==> src/hdl/mme_pkg.sv <==
// Shared constants, types and helper functions of the matrix multiply engine.
package mme_pkg;

   localparam int MAX_DIM     = 8;
   localparam int VALUE_WIDTH = 16;

   // Fixed field widths of the request and response channels.
   localparam int IDX_BITS    = 3;
   localparam int OUT_BITS    = 16;
   localparam int CFG_BITS    = 4;
   localparam int ACTION_BITS = 2;
   localparam int CSR_IDX_BITS = 2;
   localparam int FRAC_BITS   = 8;
   localparam int DATA_BITS   = 24;

   localparam int STORE_BITS  = (VALUE_WIDTH < OUT_BITS) ? VALUE_WIDTH : OUT_BITS;
   localparam int DIM_BITS    = $clog2(MAX_DIM);
   localparam int DEPTH       = MAX_DIM * MAX_DIM;
   localparam int ADDR_BITS   = $clog2(DEPTH);
   localparam int PROD_BITS   = 2 * STORE_BITS;
   localparam int ACC_BITS    = PROD_BITS + DIM_BITS;

   localparam logic [CFG_BITS-1:0] CFG_RESET = 4'd8;

   localparam logic [ACTION_BITS-1:0] ACT_WR_A = 2'd0;
   localparam logic [ACTION_BITS-1:0] ACT_WR_B = 2'd1;
   localparam logic [ACTION_BITS-1:0] ACT_MULT = 2'd2;

   localparam logic [CSR_IDX_BITS-1:0] REG_ROWS_A    = 2'd0;
   localparam logic [CSR_IDX_BITS-1:0] REG_INNER_DIM = 2'd1;
   localparam logic [CSR_IDX_BITS-1:0] REG_COLS_B    = 2'd2;

   // Commands from the controller to the datapath.
   typedef struct packed {
      logic                  wr_a;
      logic                  wr_b;
      logic [ADDR_BITS-1:0]  wr_addr;
      logic [STORE_BITS-1:0] wr_data;
      logic                  rd_en;
      logic [ADDR_BITS-1:0]  rd_addr_a;
      logic [ADDR_BITS-1:0]  rd_addr_b;
      logic                  mac_first;
      logic                  mac_last;
      logic                  load_status;
      logic                  status;
      logic                  load_product;
      logic [IDX_BITS-1:0]   out_row;
      logic [IDX_BITS-1:0]   out_col;
      logic                  out_last;
   } mme_cmd_type;

   // Status from the datapath to the controller.
   typedef struct packed {
      logic acc_done;
      logic out_free;
   } mme_status_type;

   // Highest usable index for a raw dimension register; zero acts as one and
   // anything above the maximum acts as the maximum.
   function automatic logic [DIM_BITS-1:0] dim_last(input logic [CFG_BITS-1:0] raw);
      logic [DIM_BITS-1:0] res;
      if (raw == '0) begin
         res = '0;
      end else if (raw > CFG_BITS'(MAX_DIM)) begin
         res = DIM_BITS'(MAX_DIM - 1);
      end else begin
         res = DIM_BITS'(raw - CFG_BITS'(1));
      end
      return res;
   endfunction

   // Column-major element address.
   function automatic logic [ADDR_BITS-1:0] elem_addr(input logic [IDX_BITS-1:0] col,
                                                      input logic [IDX_BITS-1:0] row);
      return ADDR_BITS'(32'(col) * MAX_DIM + 32'(row));
   endfunction

   // Drop the fraction bits (floor) and clamp to the signed element range.
   function automatic logic [OUT_BITS-1:0] saturate(input logic signed [ACC_BITS-1:0] acc);
      logic signed [ACC_BITS-1:0]   q;
      logic signed [ACC_BITS-1:0]   hi;
      logic signed [ACC_BITS-1:0]   lo;
      logic signed [STORE_BITS-1:0] n;
      q  = acc >>> FRAC_BITS;
      hi = {{(ACC_BITS - STORE_BITS + 1){1'b0}}, {(STORE_BITS - 1){1'b1}}};
      lo = ~hi;
      if (q > hi) begin
         n = hi[STORE_BITS-1:0];
      end else if (q < lo) begin
         n = lo[STORE_BITS-1:0];
      end else begin
         n = q[STORE_BITS-1:0];
      end
      return OUT_BITS'(n);
   endfunction

endpackage

==> src/hdl/mme_ram.sv <==
// Generic single-write, single-read RAM with registered read data.
module mme_ram #(
   parameter int WIDTH = 16,
   parameter int DEPTH = 64
) (
   input  logic                     clock,
   input  logic                     wr_en,
   input  logic [$clog2(DEPTH)-1:0] wr_addr,
   input  logic [WIDTH-1:0]         wr_data,
   input  logic                     rd_en,
   input  logic [$clog2(DEPTH)-1:0] rd_addr,
   output logic [WIDTH-1:0]         rd_data
);

   logic [WIDTH-1:0] mem_ff [DEPTH];
   logic [WIDTH-1:0] rd_data_ff;

   always_ff @(posedge clock) begin
      if (wr_en) begin
         mem_ff[wr_addr] <= wr_data;
      end
      if (rd_en) begin
         rd_data_ff <= mem_ff[rd_addr];
      end
   end

   assign rd_data = rd_data_ff;

endmodule

==> src/hdl/mme_ctrl.sv <==
// Controller state machine: decodes requests and sequences the multiply walk.
module mme_ctrl (
   input  logic                                clock,
   input  logic                                reset,
   input  logic                                req_valid,
   output logic                                req_ready,
   input  logic [mme_pkg::ACTION_BITS-1:0]     action,
   input  logic [mme_pkg::IDX_BITS-1:0]        row_index,
   input  logic [mme_pkg::IDX_BITS-1:0]        col_index,
   input  logic [mme_pkg::OUT_BITS-1:0]        value,
   input  logic [mme_pkg::DIM_BITS-1:0]        m_last,
   input  logic [mme_pkg::DIM_BITS-1:0]        n_last,
   input  logic [mme_pkg::DIM_BITS-1:0]        p_last,
   input  mme_pkg::mme_status_type             stat,
   output mme_pkg::mme_cmd_type                cmd
);

   typedef enum logic [2:0] {
      ST_IDLE  = 3'b001,
      ST_ISSUE = 3'b010,
      ST_WAIT  = 3'b100
   } state_type;

   state_type                     state_ff, state_in;
   logic [mme_pkg::DIM_BITS-1:0]  r_ff, r_in;
   logic [mme_pkg::DIM_BITS-1:0]  c_ff, c_in;
   logic [mme_pkg::DIM_BITS-1:0]  k_ff, k_in;
   logic [mme_pkg::IDX_BITS-1:0]  lim_r, lim_c;
   logic                          bad;
   logic                          is_a;

   assign is_a  = (action == mme_pkg::ACT_WR_A);
   assign lim_r = mme_pkg::IDX_BITS'(is_a ? m_last : n_last);
   assign lim_c = mme_pkg::IDX_BITS'(is_a ? n_last : p_last);
   assign bad   = (row_index > lim_r) || (col_index > lim_c);

   assign req_ready = (state_ff == ST_IDLE) && stat.out_free;

   always_comb begin
      state_in = state_ff;
      r_in     = r_ff;
      c_in     = c_ff;
      k_in     = k_ff;
      cmd      = '0;
      unique case (state_ff)
         ST_IDLE: begin
            if (req_valid && stat.out_free) begin
               unique case (action) inside
                  mme_pkg::ACT_WR_A, mme_pkg::ACT_WR_B: begin
                     cmd.wr_a        = is_a && !bad;
                     cmd.wr_b        = !is_a && !bad;
                     cmd.wr_addr     = mme_pkg::elem_addr(col_index, row_index);
                     cmd.wr_data     = value[mme_pkg::STORE_BITS-1:0];
                     cmd.load_status = 1'b1;
                     cmd.status      = bad;
                  end
                  mme_pkg::ACT_MULT: begin
                     r_in     = '0;
                     c_in     = '0;
                     k_in     = '0;
                     state_in = ST_ISSUE;
                  end
                  default: begin
                  end
               endcase
            end
         end
         ST_ISSUE: begin
            cmd.rd_en     = 1'b1;
            cmd.rd_addr_a = mme_pkg::elem_addr(mme_pkg::IDX_BITS'(k_ff),
                                               mme_pkg::IDX_BITS'(r_ff));
            cmd.rd_addr_b = mme_pkg::elem_addr(mme_pkg::IDX_BITS'(c_ff),
                                               mme_pkg::IDX_BITS'(k_ff));
            cmd.mac_first = (k_ff == '0);
            cmd.mac_last  = (k_ff == n_last);
            if (k_ff == n_last) begin
               k_in     = '0;
               state_in = ST_WAIT;
            end else begin
               k_in = k_ff + 1'b1;
            end
         end
         ST_WAIT: begin
            if (stat.acc_done && stat.out_free) begin
               cmd.load_product = 1'b1;
               cmd.out_row      = mme_pkg::IDX_BITS'(r_ff);
               cmd.out_col      = mme_pkg::IDX_BITS'(c_ff);
               cmd.out_last     = (r_ff == m_last) && (c_ff == p_last);
               if (r_ff == m_last) begin
                  r_in = '0;
                  if (c_ff == p_last) begin
                     state_in = ST_IDLE;
                  end else begin
                     c_in     = c_ff + 1'b1;
                     state_in = ST_ISSUE;
                  end
               end else begin
                  r_in     = r_ff + 1'b1;
                  state_in = ST_ISSUE;
               end
            end
         end
         default: begin
            state_in = ST_IDLE;
         end
      endcase
   end

   always_ff @(posedge clock) begin
      if (reset) begin
         state_ff <= ST_IDLE;
      end else begin
         state_ff <= state_in;
      end
      r_ff <= r_in;
      c_ff <= c_in;
      k_ff <= k_in;
   end

endmodule

==> src/hdl/mme_datapath.sv <==
// Datapath: element stores, multiply-accumulate pipeline and result register.
module mme_datapath (
   input  logic                             clock,
   input  logic                             reset,
   input  mme_pkg::mme_cmd_type             cmd,
   output mme_pkg::mme_status_type          stat,
   output logic                             out_valid,
   input  logic                             out_ready,
   output logic                             out_status,
   output logic [mme_pkg::IDX_BITS-1:0]     out_row,
   output logic [mme_pkg::IDX_BITS-1:0]     out_col,
   output logic [mme_pkg::OUT_BITS-1:0]     out_value,
   output logic                             out_last
);

   logic [mme_pkg::DEPTH-1:0]        valid_a_ff, valid_a_in;
   logic [mme_pkg::DEPTH-1:0]        valid_b_ff, valid_b_in;
   logic                             va_ff, vb_ff;
   logic [mme_pkg::STORE_BITS-1:0]   rd_a, rd_b;
   logic signed [mme_pkg::STORE_BITS-1:0] a_op, b_op;

   logic s1_vld_ff, s1_first_ff, s1_last_ff;
   logic s2_vld_ff, s2_first_ff, s2_last_ff;
   logic signed [mme_pkg::PROD_BITS-1:0] prod_ff, prod_in;
   logic signed [mme_pkg::ACC_BITS-1:0]  acc_ff, acc_in, prod_ext;
   logic                                 acc_done_ff, acc_done_in;

   logic                           out_valid_ff, out_valid_in;
   logic                           out_status_ff, out_status_in;
   logic [mme_pkg::IDX_BITS-1:0]   out_row_ff, out_row_in;
   logic [mme_pkg::IDX_BITS-1:0]   out_col_ff, out_col_in;
   logic [mme_pkg::OUT_BITS-1:0]   out_value_ff, out_value_in;
   logic                           out_last_ff, out_last_in;

   mme_ram #(.WIDTH(mme_pkg::STORE_BITS), .DEPTH(mme_pkg::DEPTH)) u_ram_a (
      .clock   (clock),
      .wr_en   (cmd.wr_a),
      .wr_addr (cmd.wr_addr),
      .wr_data (cmd.wr_data),
      .rd_en   (cmd.rd_en),
      .rd_addr (cmd.rd_addr_a),
      .rd_data (rd_a)
   );

   mme_ram #(.WIDTH(mme_pkg::STORE_BITS), .DEPTH(mme_pkg::DEPTH)) u_ram_b (
      .clock   (clock),
      .wr_en   (cmd.wr_b),
      .wr_addr (cmd.wr_addr),
      .wr_data (cmd.wr_data),
      .rd_en   (cmd.rd_en),
      .rd_addr (cmd.rd_addr_b),
      .rd_data (rd_b)
   );

   // Entries never written since reset read as zero.
   always_comb begin
      valid_a_in = valid_a_ff;
      valid_b_in = valid_b_ff;
      if (cmd.wr_a) begin
         valid_a_in[cmd.wr_addr] = 1'b1;
      end
      if (cmd.wr_b) begin
         valid_b_in[cmd.wr_addr] = 1'b1;
      end
   end

   assign a_op     = va_ff ? $signed(rd_a) : '0;
   assign b_op     = vb_ff ? $signed(rd_b) : '0;
   assign prod_in  = a_op * b_op;
   assign prod_ext = mme_pkg::ACC_BITS'(prod_ff);

   always_comb begin
      acc_in      = acc_ff;
      acc_done_in = acc_done_ff && !cmd.load_product;
      if (s2_vld_ff) begin
         acc_in = s2_first_ff ? prod_ext : acc_ff + prod_ext;
         if (s2_last_ff) begin
            acc_done_in = 1'b1;
         end
      end
   end

   assign stat.acc_done = acc_done_ff;
   assign stat.out_free = !out_valid_ff || out_ready;

   always_comb begin
      out_valid_in  = out_valid_ff && !out_ready;
      out_status_in = out_status_ff;
      out_row_in    = out_row_ff;
      out_col_in    = out_col_ff;
      out_value_in  = out_value_ff;
      out_last_in   = out_last_ff;
      if (cmd.load_status) begin
         out_valid_in  = 1'b1;
         out_status_in = cmd.status;
         out_row_in    = '0;
         out_col_in    = '0;
         out_value_in  = '0;
         out_last_in   = 1'b1;
      end else if (cmd.load_product) begin
         out_valid_in  = 1'b1;
         out_status_in = 1'b0;
         out_row_in    = cmd.out_row;
         out_col_in    = cmd.out_col;
         out_value_in  = mme_pkg::saturate(acc_ff);
         out_last_in   = cmd.out_last;
      end
   end

   always_ff @(posedge clock) begin
      if (reset) begin
         valid_a_ff   <= '0;
         valid_b_ff   <= '0;
         s1_vld_ff    <= 1'b0;
         s2_vld_ff    <= 1'b0;
         acc_done_ff  <= 1'b0;
         out_valid_ff <= 1'b0;
      end else begin
         valid_a_ff   <= valid_a_in;
         valid_b_ff   <= valid_b_in;
         s1_vld_ff    <= cmd.rd_en;
         s2_vld_ff    <= s1_vld_ff;
         acc_done_ff  <= acc_done_in;
         out_valid_ff <= out_valid_in;
      end
      if (cmd.rd_en) begin
         va_ff <= valid_a_ff[cmd.rd_addr_a];
         vb_ff <= valid_b_ff[cmd.rd_addr_b];
      end
      s1_first_ff   <= cmd.mac_first;
      s1_last_ff    <= cmd.mac_last;
      s2_first_ff   <= s1_first_ff;
      s2_last_ff    <= s1_last_ff;
      prod_ff       <= prod_in;
      acc_ff        <= acc_in;
      out_status_ff <= out_status_in;
      out_row_ff    <= out_row_in;
      out_col_ff    <= out_col_in;
      out_value_ff  <= out_value_in;
      out_last_ff   <= out_last_in;
   end

   assign out_valid  = out_valid_ff;
   assign out_status = out_status_ff;
   assign out_row    = out_row_ff;
   assign out_col    = out_col_ff;
   assign out_value  = out_value_ff;
   assign out_last   = out_last_ff;

endmodule

==> src/hdl/matrix_multiply_engine.sv <==
// Top level of the matrix multiply engine: ports, dimension registers, wiring.
//
// The engine holds two 8x8 stores of signed Q8.8 elements, A and B, addressed
// column-major, both reading as zero after reset. Requests arrive on the req_
// stream: tuser carries the action (write A, write B, multiply), tdata carries
// the row, column and value. A write request answers with one response whose
// tuser is the status (1 when the index lies outside the configured shape, in
// which case nothing is stored) and whose tlast is set. A multiply request
// answers with every element of C = A*B in column-major order, tlast on the
// final one. Action three is accepted and dropped.
// Dimensions are set through the csr_ port (index 0 rows of A, 1 inner
// dimension, 2 columns of B; a zero acts as one, values above eight as eight);
// the user must write them only while the engine is idle; the block does not
// enforce this. csr_ready is always high. A write response is shown in the
// cycle after the request is taken. A multiply computes each C element with
// one multiply-accumulate per cycle through a single multiplier. Reset is
// synchronous: the dimensions return to eight and the stores read as zero at
// once. When the response side stalls, the finished response waits in the
// output register and the engine accepts no new request and loads no new
// result until it is taken.
module matrix_multiply_engine (
   input  logic                                  clock,
   input  logic                                  reset,
   input  logic                                  req_tvalid,
   output logic                                  req_tready,
   input  logic [mme_pkg::DATA_BITS-1:0]         req_tdata,  // row_index, col_index, value
   input  logic [mme_pkg::ACTION_BITS-1:0]       req_tuser,  // action
   output logic                                  rsp_tvalid,
   input  logic                                  rsp_tready,
   output logic [mme_pkg::DATA_BITS-1:0]         rsp_tdata,  // out_row, out_col, out_value
   output logic                                  rsp_tuser,  // status
   output logic                                  rsp_tlast,
   input  logic                                  csr_valid,
   output logic                                  csr_ready,
   input  logic [mme_pkg::CSR_IDX_BITS-1:0]      csr_index,
   input  logic [mme_pkg::CFG_BITS-1:0]          csr_data
);

   logic [mme_pkg::CFG_BITS-1:0]  rows_a_ff, rows_a_in;
   logic [mme_pkg::CFG_BITS-1:0]  inner_dim_ff, inner_dim_in;
   logic [mme_pkg::CFG_BITS-1:0]  cols_b_ff, cols_b_in;
   logic [mme_pkg::DIM_BITS-1:0]  m_last, n_last, p_last;
   logic [mme_pkg::IDX_BITS-1:0]  row_index, col_index;
   logic [mme_pkg::OUT_BITS-1:0]  value;
   logic [mme_pkg::IDX_BITS-1:0]  out_row, out_col;
   logic [mme_pkg::OUT_BITS-1:0]  out_value;
   mme_pkg::mme_cmd_type          cmd;
   mme_pkg::mme_status_type       stat;

   assign csr_ready = 1'b1;

   // Register writes; an index past the register list is ignored.
   always_comb begin
      rows_a_in    = rows_a_ff;
      inner_dim_in = inner_dim_ff;
      cols_b_in    = cols_b_ff;
      if (csr_valid) begin
         unique case (csr_index)
            mme_pkg::REG_ROWS_A:    rows_a_in    = csr_data;
            mme_pkg::REG_INNER_DIM: inner_dim_in = csr_data;
            mme_pkg::REG_COLS_B:    cols_b_in    = csr_data;
            default: begin
            end
         endcase
      end
   end

   always_ff @(posedge clock) begin
      if (reset) begin
         rows_a_ff    <= mme_pkg::CFG_RESET;
         inner_dim_ff <= mme_pkg::CFG_RESET;
         cols_b_ff    <= mme_pkg::CFG_RESET;
      end else begin
         rows_a_ff    <= rows_a_in;
         inner_dim_ff <= inner_dim_in;
         cols_b_ff    <= cols_b_in;
      end
   end

   assign m_last = mme_pkg::dim_last(rows_a_ff);
   assign n_last = mme_pkg::dim_last(inner_dim_ff);
   assign p_last = mme_pkg::dim_last(cols_b_ff);

   assign row_index = req_tdata[mme_pkg::IDX_BITS-1:0];
   assign col_index = req_tdata[2*mme_pkg::IDX_BITS-1:mme_pkg::IDX_BITS];
   assign value     = req_tdata[2*mme_pkg::IDX_BITS+mme_pkg::OUT_BITS-1:2*mme_pkg::IDX_BITS];

   mme_ctrl u_ctrl (
      .clock     (clock),
      .reset     (reset),
      .req_valid (req_tvalid),
      .req_ready (req_tready),
      .action    (req_tuser),
      .row_index (row_index),
      .col_index (col_index),
      .value     (value),
      .m_last    (m_last),
      .n_last    (n_last),
      .p_last    (p_last),
      .stat      (stat),
      .cmd       (cmd)
   );

   mme_datapath u_datapath (
      .clock      (clock),
      .reset      (reset),
      .cmd        (cmd),
      .stat       (stat),
      .out_valid  (rsp_tvalid),
      .out_ready  (rsp_tready),
      .out_status (rsp_tuser),
      .out_row    (out_row),
      .out_col    (out_col),
      .out_value  (out_value),
      .out_last   (rsp_tlast)
   );

   assign rsp_tdata = {{(mme_pkg::DATA_BITS - 2*mme_pkg::IDX_BITS - mme_pkg::OUT_BITS){1'b0}},
                       out_value, out_col, out_row};

endmodule

==> config.mk <==
export PLATFORM = sky130hd
export DESIGN_NAME = matrix_multiply_engine
export DESIGN_NICKNAME = d
export VERILOG_FILES = /design/src/hdl/mme_pkg.sv /design/src/hdl/mme_ram.sv /design/src/hdl/mme_ctrl.sv /design/src/hdl/mme_datapath.sv /design/src/hdl/matrix_multiply_engine.sv
export SDC_FILE = /design/constraint.sdc
export NUM_CORES = 2
export LEC_CHECK = 0
export CORE_ASPECT_RATIO = 0.7
export CORE_UTILIZATION = 40
export CTS_CLUSTER_SIZE = 16
export DETAILED_ROUTE_END_ITERATION = 10
export DONT_BUFFER_PORTS = 1
export PLACE_DENSITY = 0.54
export SLEW_MARGIN = 10
export SYNTH_ARGS = -nofsm -noshare
export SYNTH_HDL_FRONTEND = slang
export SYNTH_SLANG_ARGS = --single-unit
==> constraint.sdc <==
create_clock -name clock -period 6.18 [get_ports clock]
set_input_delay 0.618 -clock clock [delete_from_list [all_inputs] [get_ports clock]]
set_output_delay 0.618 -clock clock [all_outputs]
set_load 0.02 [all_outputs]
### Word-level counts from Yosys, hierarchy flattened

Memory sizes are Yosys's and may differ from the RTL's. A register that Yosys moved wholly into a read port is not among the register bits.
Index checks and enable logic that the tools add are counted.

| word-level totals | value |
|---|---|
| register bits | 253 |
| latch bits | 0 |
| bits in writable memories | 2048 |
| memory bits (read-only) | 0 |
| input bits | 37 |
| logic and storage cells | 157 |
| memories | 2 |

| operators by class | value |
|---|---|
| add/sub/neg operators | 10 |
| multiply operators | 1 |
| divide/modulo/power cells | 0 |
| order comparisons | 11 |
| equal/unequal tests | 16 |
| shift operators | 0 |
| mux-type cells | 56 |
| bitwise operators | 2 |
| reduce and logical (&&, ||, !) cells | 33 |

Memories:

| memory | words | width | read ports | clocked after memory_dff | write ports | RTL line | source |
|---|---|---|---|---|---|---|---|
| u_datapath.u_ram_a.mem_ff | 64 | 16 | 1 | 1 | 1 | mme_ram.sv:15 | `logic [WIDTH-1:0] mem_ff [DEPTH];` |
| u_datapath.u_ram_b.mem_ff | 64 | 16 | 1 | 1 | 1 | mme_ram.sv:15 |  |

Operators by type and width:

| operator | number |
|---|---|
| OR 64 bit | 2 |
| two-way mux 24 bit | 3 |
| two-way mux 16 bit | 4 |
| two-way mux 3 bit | 20 |
| adder 35 x 32 -> 35 bit | 1 |
| two-way mux 35 bit | 1 |
| multiplier 16 x 16 -> 32 bit | 1 |
| > comparator 27 x 16 -> 1 bit, second input constant | 1 |
| less-than comparator 27 x 16 -> 1 bit, second input constant | 1 |
| less-than comparator 6 x 7 -> 1 bit, second input constant | 3 |
| adder 6 x 3 -> 6 bit | 3 |
| one-hot mux 3 bit (2 select lines) | 3 |
| two-way mux 8 bit | 2 |
| two-way mux 15 bit | 1 |
| two-way mux 1 bit | 13 |
| binary-select mux 1 bit (select 6 bit) | 2 |
| > comparator 4 bit, second input constant | 3 |
| logical NOT 4 bit | 3 |
| two-way mux 2 bit | 5 |
| adder 3 x 1 -> 3 bit, second input constant | 3 |
| equality test 3 bit | 3 |
| logical AND 1 bit | 9 |
| one-hot mux 3 bit (3 select lines) | 1 |
| subtractor 3 x 1 -> 3 bit, second input constant | 3 |
| other kinds (20) | 38 |

### Logic depth before layout (Yosys ltp)

| logic depth | value |
|---|---|
| depth after elaboration | 16 |
| gate-level depth with buffers | 25 |

### Modules after synthesis

A second synthesis with hierarchy kept.

| second synthesis, totals | value |
|---|---|
| cell total of the unflattened synthesis | 6057 |
| area, all modules | 102233.0 um^2 |

Modules (own cells, without submodules):

| module | instances | cells an instance | area each (um^2) |
|---|---|---|---|
| mme_ram | 2 | 1829 | 40202.3 |
| mme_datapath | 1 | 2174 | 19857.8 |
| mme_ctrl | 1 | 147 | 1270.0 |
| matrix_multiply_engine | 1 | 78 | 700.7 |

### Worst setup path before layout

No wires, ideal clock.

| path | value |
|---|---|
| kind | reg-to-reg |
| from | register u_datapath.vb_ff |
| to | register u_datapath.prod_ff[31] (netlist bit) |
| setup time | 0.134 ns |
| data arrival time | 6.006 ns |
| path slack | 0.039 ns |
| cell stages (with the launch flop) | 24 |
| path buffers | 2 |
| cell sequence | edfxtp_1 clkbuf_1 nand2_1 clkbuf_1 nor2_1 fa_1 inv_1 fa_1 fa_1 inv_1 fa_1 fa_1 inv_1 fa_1 inv_1 ha_1 and4_1 and2_1 a32oi_1 a21oi_1 a21oi_1 or2_2 o21ai_0 a211oi_1 |

| on the way | value |
|---|---|
| cells in the longest elaborated chain, start to end | 2 |

RTL lines:

| what | RTL line | source |
|---|---|---|
| from (decl) | mme_datapath.sv:18 | `logic va_ff, vb_ff;` |
| from (signal assigned) | mme_datapath.sv:128 | `vb_ff <= valid_b_ff[cmd.rd_addr_b];` |
| two-way mux 16 bit | mme_datapath.sv:68 | `assign b_op = vb_ff ? $signed(rd_b) : '0;` |
| multiplier 16 x 16 -> 32 bit | mme_datapath.sv:69 | `assign prod_in = a_op * b_op;` |
| via u_datapath.prod_in (one bit) | mme_datapath.sv:24 | `logic signed [mme_pkg::PROD_BITS-1:0] prod_ff, prod_in;` |
| to (signal assigned) | mme_datapath.sv:134 | `prod_ff <= prod_in;` |
| to (decl) | mme_datapath.sv:24 |  |

The timed path passes the listed nets, and every way through them passes these cells.
A chain may end at the register's enable or synchronous reset.

### Final worst setup path

Ends and elaborated chain as after synthesis.

==> results.json <==
{
  "num_cts_buffers": 225,
  "layout-drive-gt1-share_pct": 10.6,
  "ys_warn_count": 0,
  "area.growth.synth_to_final_pct": 13.2,
  "worstPathMaxFanout": 13,
  "routed_wl_mm": 314,
  "gp_congestion": 0.905,
  "regToRegSetupSlack_ns": 0.12,
  "whs_path_depth": 3,
  "setup_skew_after_layout_ns": 0.0818,
  "clock_path_buffers": 4,
  "worst_pin_slew_ns": 1.28,
  "worstReg2RegEnd": "u_datapath.prod_ff[31]$_DFF_P_",
  "detail_route.first_pass.iterations": 5,
  "maxClockFrequency_ghz": 0.165,
  "core.rowCount": 156,
  "first_iter_violations": 7892,
  "max_cap_viol_count": 0,
  "clock_sink_count": 2333,
  "period_share_pct": 98.1,
  "avgViaCountPerCell": 5.70,
  "total_design_power_mw": 36.8,
  "htree_levels": 4,
  "post-route-min-period_ns": 6.06,
  "post-place-ws_ns": -0.129,
  "power.leakage_nw": 41.5,
  "synthesis.area_um2": 104000,
  "fin_nets": 8826,
  "grt_remaining_overflow": 0,
  "synth_cells": 8271,
  "worstPathArrival_ns": 6.83,
  "vias_in_the_first_global_route": 64600,
  "synth_largest_area_cell": "edfxtp_1",
  "buffer_ports.inserted": 0,
  "grt_max_degree": 195,
  "route.antenna.remaining_nets": 0,
  "finalSetupTns_ns": 0,
  "crit_path_end_kind": "flip-flop",
  "layout_setup_ws_ns": 0.115,
  "vdd.ir_drop.worst_mv": 0.341,
  "run_status": "finished, final reports clean",
  "power_density_nw_per_um2": 313,
  "ff2ff_path_depth": 22,
  "die_w_um": 611,
  "gr-usage-all-layers_pct": 23.5,
  "finalNonFillerCells": 12100,
  "die_height_um": 428,
  "seq_total_area_yosys_pct": 65.5,
  "io-pin-count": 66,
  "r2r_start": "u_datapath.vb_ff$_DFFE_PP_",
  "first_pass_grt_wire_length_mm": 457,
  "hold_path.startpoint": "req_tdata[3]",
  "setup_viol": 0,
  "detail_route.wl_per_cell_um": 26.1,
  "worst_hold_path_type": "input pin to flip-flop",
  "synth.distinct_cells": 76,
  "cp.required_ns": 6.94,
  "die_area_um2": 262000,
  "cts_root_buffer": "clkbuf_16",
  "drv_slew": 0,
  "syn_avg_cell_area_um2": 12.6,
  "synth-async-reset-ratio_pct": 0,
  "dp_hpwl_mm": 196,
  "hold_end": "u_datapath.valid_a_ff[36]$_SDFFE_PP0P_",
  "critical_path.startpoint_type": "flip-flop",
  "yosys_most_used_dff": "edfxtp_1",
  "antenna_found_initial": 17,
  "type_of_the_worst_setup_path": "flip-flop to flip-flop",
  "synthesized_flop_and_latch_total": 2333,
  "core-area_um2": 258000,
  "grt_setup_unrepaired": "true",
  "total_vias_in_the_final_route": 68700,
  "largest_cells_by_area_after_synthesis": "edfxtp_1 62%, fa_1 5.1%, nand2_1 4.6%",
  "post-place-cells": 11600,
  "clk_latency_ns": 0.88,
  "cp_startpoint": "u_datapath.vb_ff$_DFFE_PP_",
  "top_cell_type_s_share_of_synthesized_area_pct": 61.5,
  "cts.clk_slew.worst_paths_ns": 0.07,
  "worst_slew_margin_rel_pct": 14.5,
  "tritoncts_clock_tree": "done",
  "initial_cell_density_of_the_core_pct": 40.2,
  "hold_viol_final": 0,
  "synth_enable_flop_cells": 2127,
  "post_route_drc": 0
}
-- repair_timing --
action                                  CTS  global route
setup buffers                             0             0
endpoints found under the setup margin    9            12
hold endpoints to repair                144             0
hold buffers                             11             0
pin swaps                                 3            13
gates resized for setup                  19            69
-- power breakdown --
group          internal [mW]  total, mW  switching (mW)
sequential              17.6       17.8           0.176
combinational           1.91       5.62            3.71
clock                   7.43       13.4            5.96
-- metal layers --
metal,routed length (µm),GRT usage (%),vias to the layer above
met5,59,0,-
met2,130000,32.9,2835
met4,6350,4.58,8
li1,-,-,30700
met3,28500,4.33,362
met1,149000,37.7,34800
-- flip-flops by register name, indices dropped and copies added (netlist names), 16 cells and up --
| register | flops |
|---|---|
| u_datapath.valid_b_ff | 64 |
| u_datapath.u_ram_b.rd_data | 16 |
| u_datapath.u_ram_a.mem_ff | 1024 |
| u_datapath.out_value | 16 |
| u_datapath.u_ram_a.rd_data | 16 |
| u_datapath.u_ram_b.mem_ff | 1024 |
| u_datapath.prod_ff | 32 |
| u_datapath.valid_a_ff | 64 |
| u_datapath.acc_ff | 35 |
-- Yosys cell counts (all sizes together) (89+ instances only) --
cell type / n
a211oi: 103
fa: 263
dfxtp: 206
a311oi: 154
and3: 107
a31oi: 113
nand2: 1276
mux2i: 174
nand3: 476
inv: 333
edfxtp: 2127
nor2: 523
a21oi: 253
o211ai: 412
nor3: 91
buf: 135
clkbuf: 434
and2: 89
o21ai: 345
o22ai: 137
or3: 141
ha: 129
-- stage by stage --
step | hold slack (ns) | util (%) | instance area (µm²)
after global routing | 0.134 | 45.5 | 117000
after CTS | 0.0877 | 45.4 | 117000
after floorplan | 0.310 | - | 104000
after detailed placement | 0.312 | 42.7 | 110000
after global placement | 0.314 | 42.7 | 110000
final | 0.157 | 45.5 | 117000
-- how the worst max path moves through the flow --
| stage | slack [ns] | to | cells after the start |
|---|---|---|---|
| 2_1_floorplan | 0.04 | u_datapath.prod_ff[31]$_DFF_P_ | 23 |
| 3_3_place_gp | -0.14 | u_datapath.prod_ff[30]$_DFF_P_ | 23 |
| 3_5_place_dp | -0.13 | u_datapath.prod_ff[24]$_DFF_P_ | 23 |
| 4_1_cts | 0.02 | u_datapath.prod_ff[30]$_DFF_P_ | 24 |
| 5_1_grt | -0.09 | u_datapath.prod_ff[31]$_DFF_P_ | 23 |
| 6_report | 0.12 | u_datapath.prod_ff[31]$_DFF_P_ | 22 |
-- final cells by class --
type | count | area, µm²
Antenna cell | 7 | 17.5
Multi-Input combinational cell | 5036 | 32700
Tap cell | 3476 | 4350
Clock buffer | 291 | 6070
Inverter | 334 | 1260
Fill cell | 23300 | 141000
Clock inverter | 106 | 863
Sequential cell | 2333 | 68000
Timing Repair Buffer | 467 | 4180
-- cell usage in the layout, fill, tap and decap left out, types with 103 or more instances in the layout --
master,instances
edfxtp_1,2127
nand2_1,1256
nor2_1,492
nand3_1,473
o211ai_1,412
buf_4,402
o21ai_0,341
inv_1,333
fa_1,254
a21oi_1,248
clkbuf_16,229
dfxtp_1,204
mux2i_1,174
a311oi_1,148
or3_1,141
o22ai_1,137
ha_1,125
a31oi_1,113
and3_1,106
a211oi_1,103
-- cells by family (layout without fill, tap and decap cells) --
family | Yosys count | in the layout | share of synthesized area (%)
AO/OA/AOI/OAI | 1621 | 1621 | 10.2
XOR/XNOR | 64 | 64 | 0.540
adder cells (fa/ha/maj) | 396 | 396 | 6.67
buffers and inverters | 903 | 1198 | 3.45
flip-flops | 2333 | 2333 | 65.5
multiplexers | 177 | 177 | 1.71
other | 2 | 10 | 0.00723
AND/OR/NAND/NOR | 2775 | 2775 | 11.9
-- worst max-delay path, stage by stage (launching register included) --
cell and delay (ns):
edfxtp_1 0.42, buf_12 0.17, and2_1 0.15, buf_4 0.18
nand2_1 0.09, fa_1 0.46, fa_1 0.52, fa_1 0.51
inv_1 0.05, fa_1 0.51, fa_1 0.51, inv_1 0.05
fa_1 0.51, inv_1 0.07, ha_4 0.28, and4_1 0.20
and2_1 0.15, a32oi_2 0.12, a21oi_2 0.20, a21oi_2 0.10
or2_2 0.31, o211a_1 0.23, a211oi_1 0.19
(Power assumes the default switching activity.)
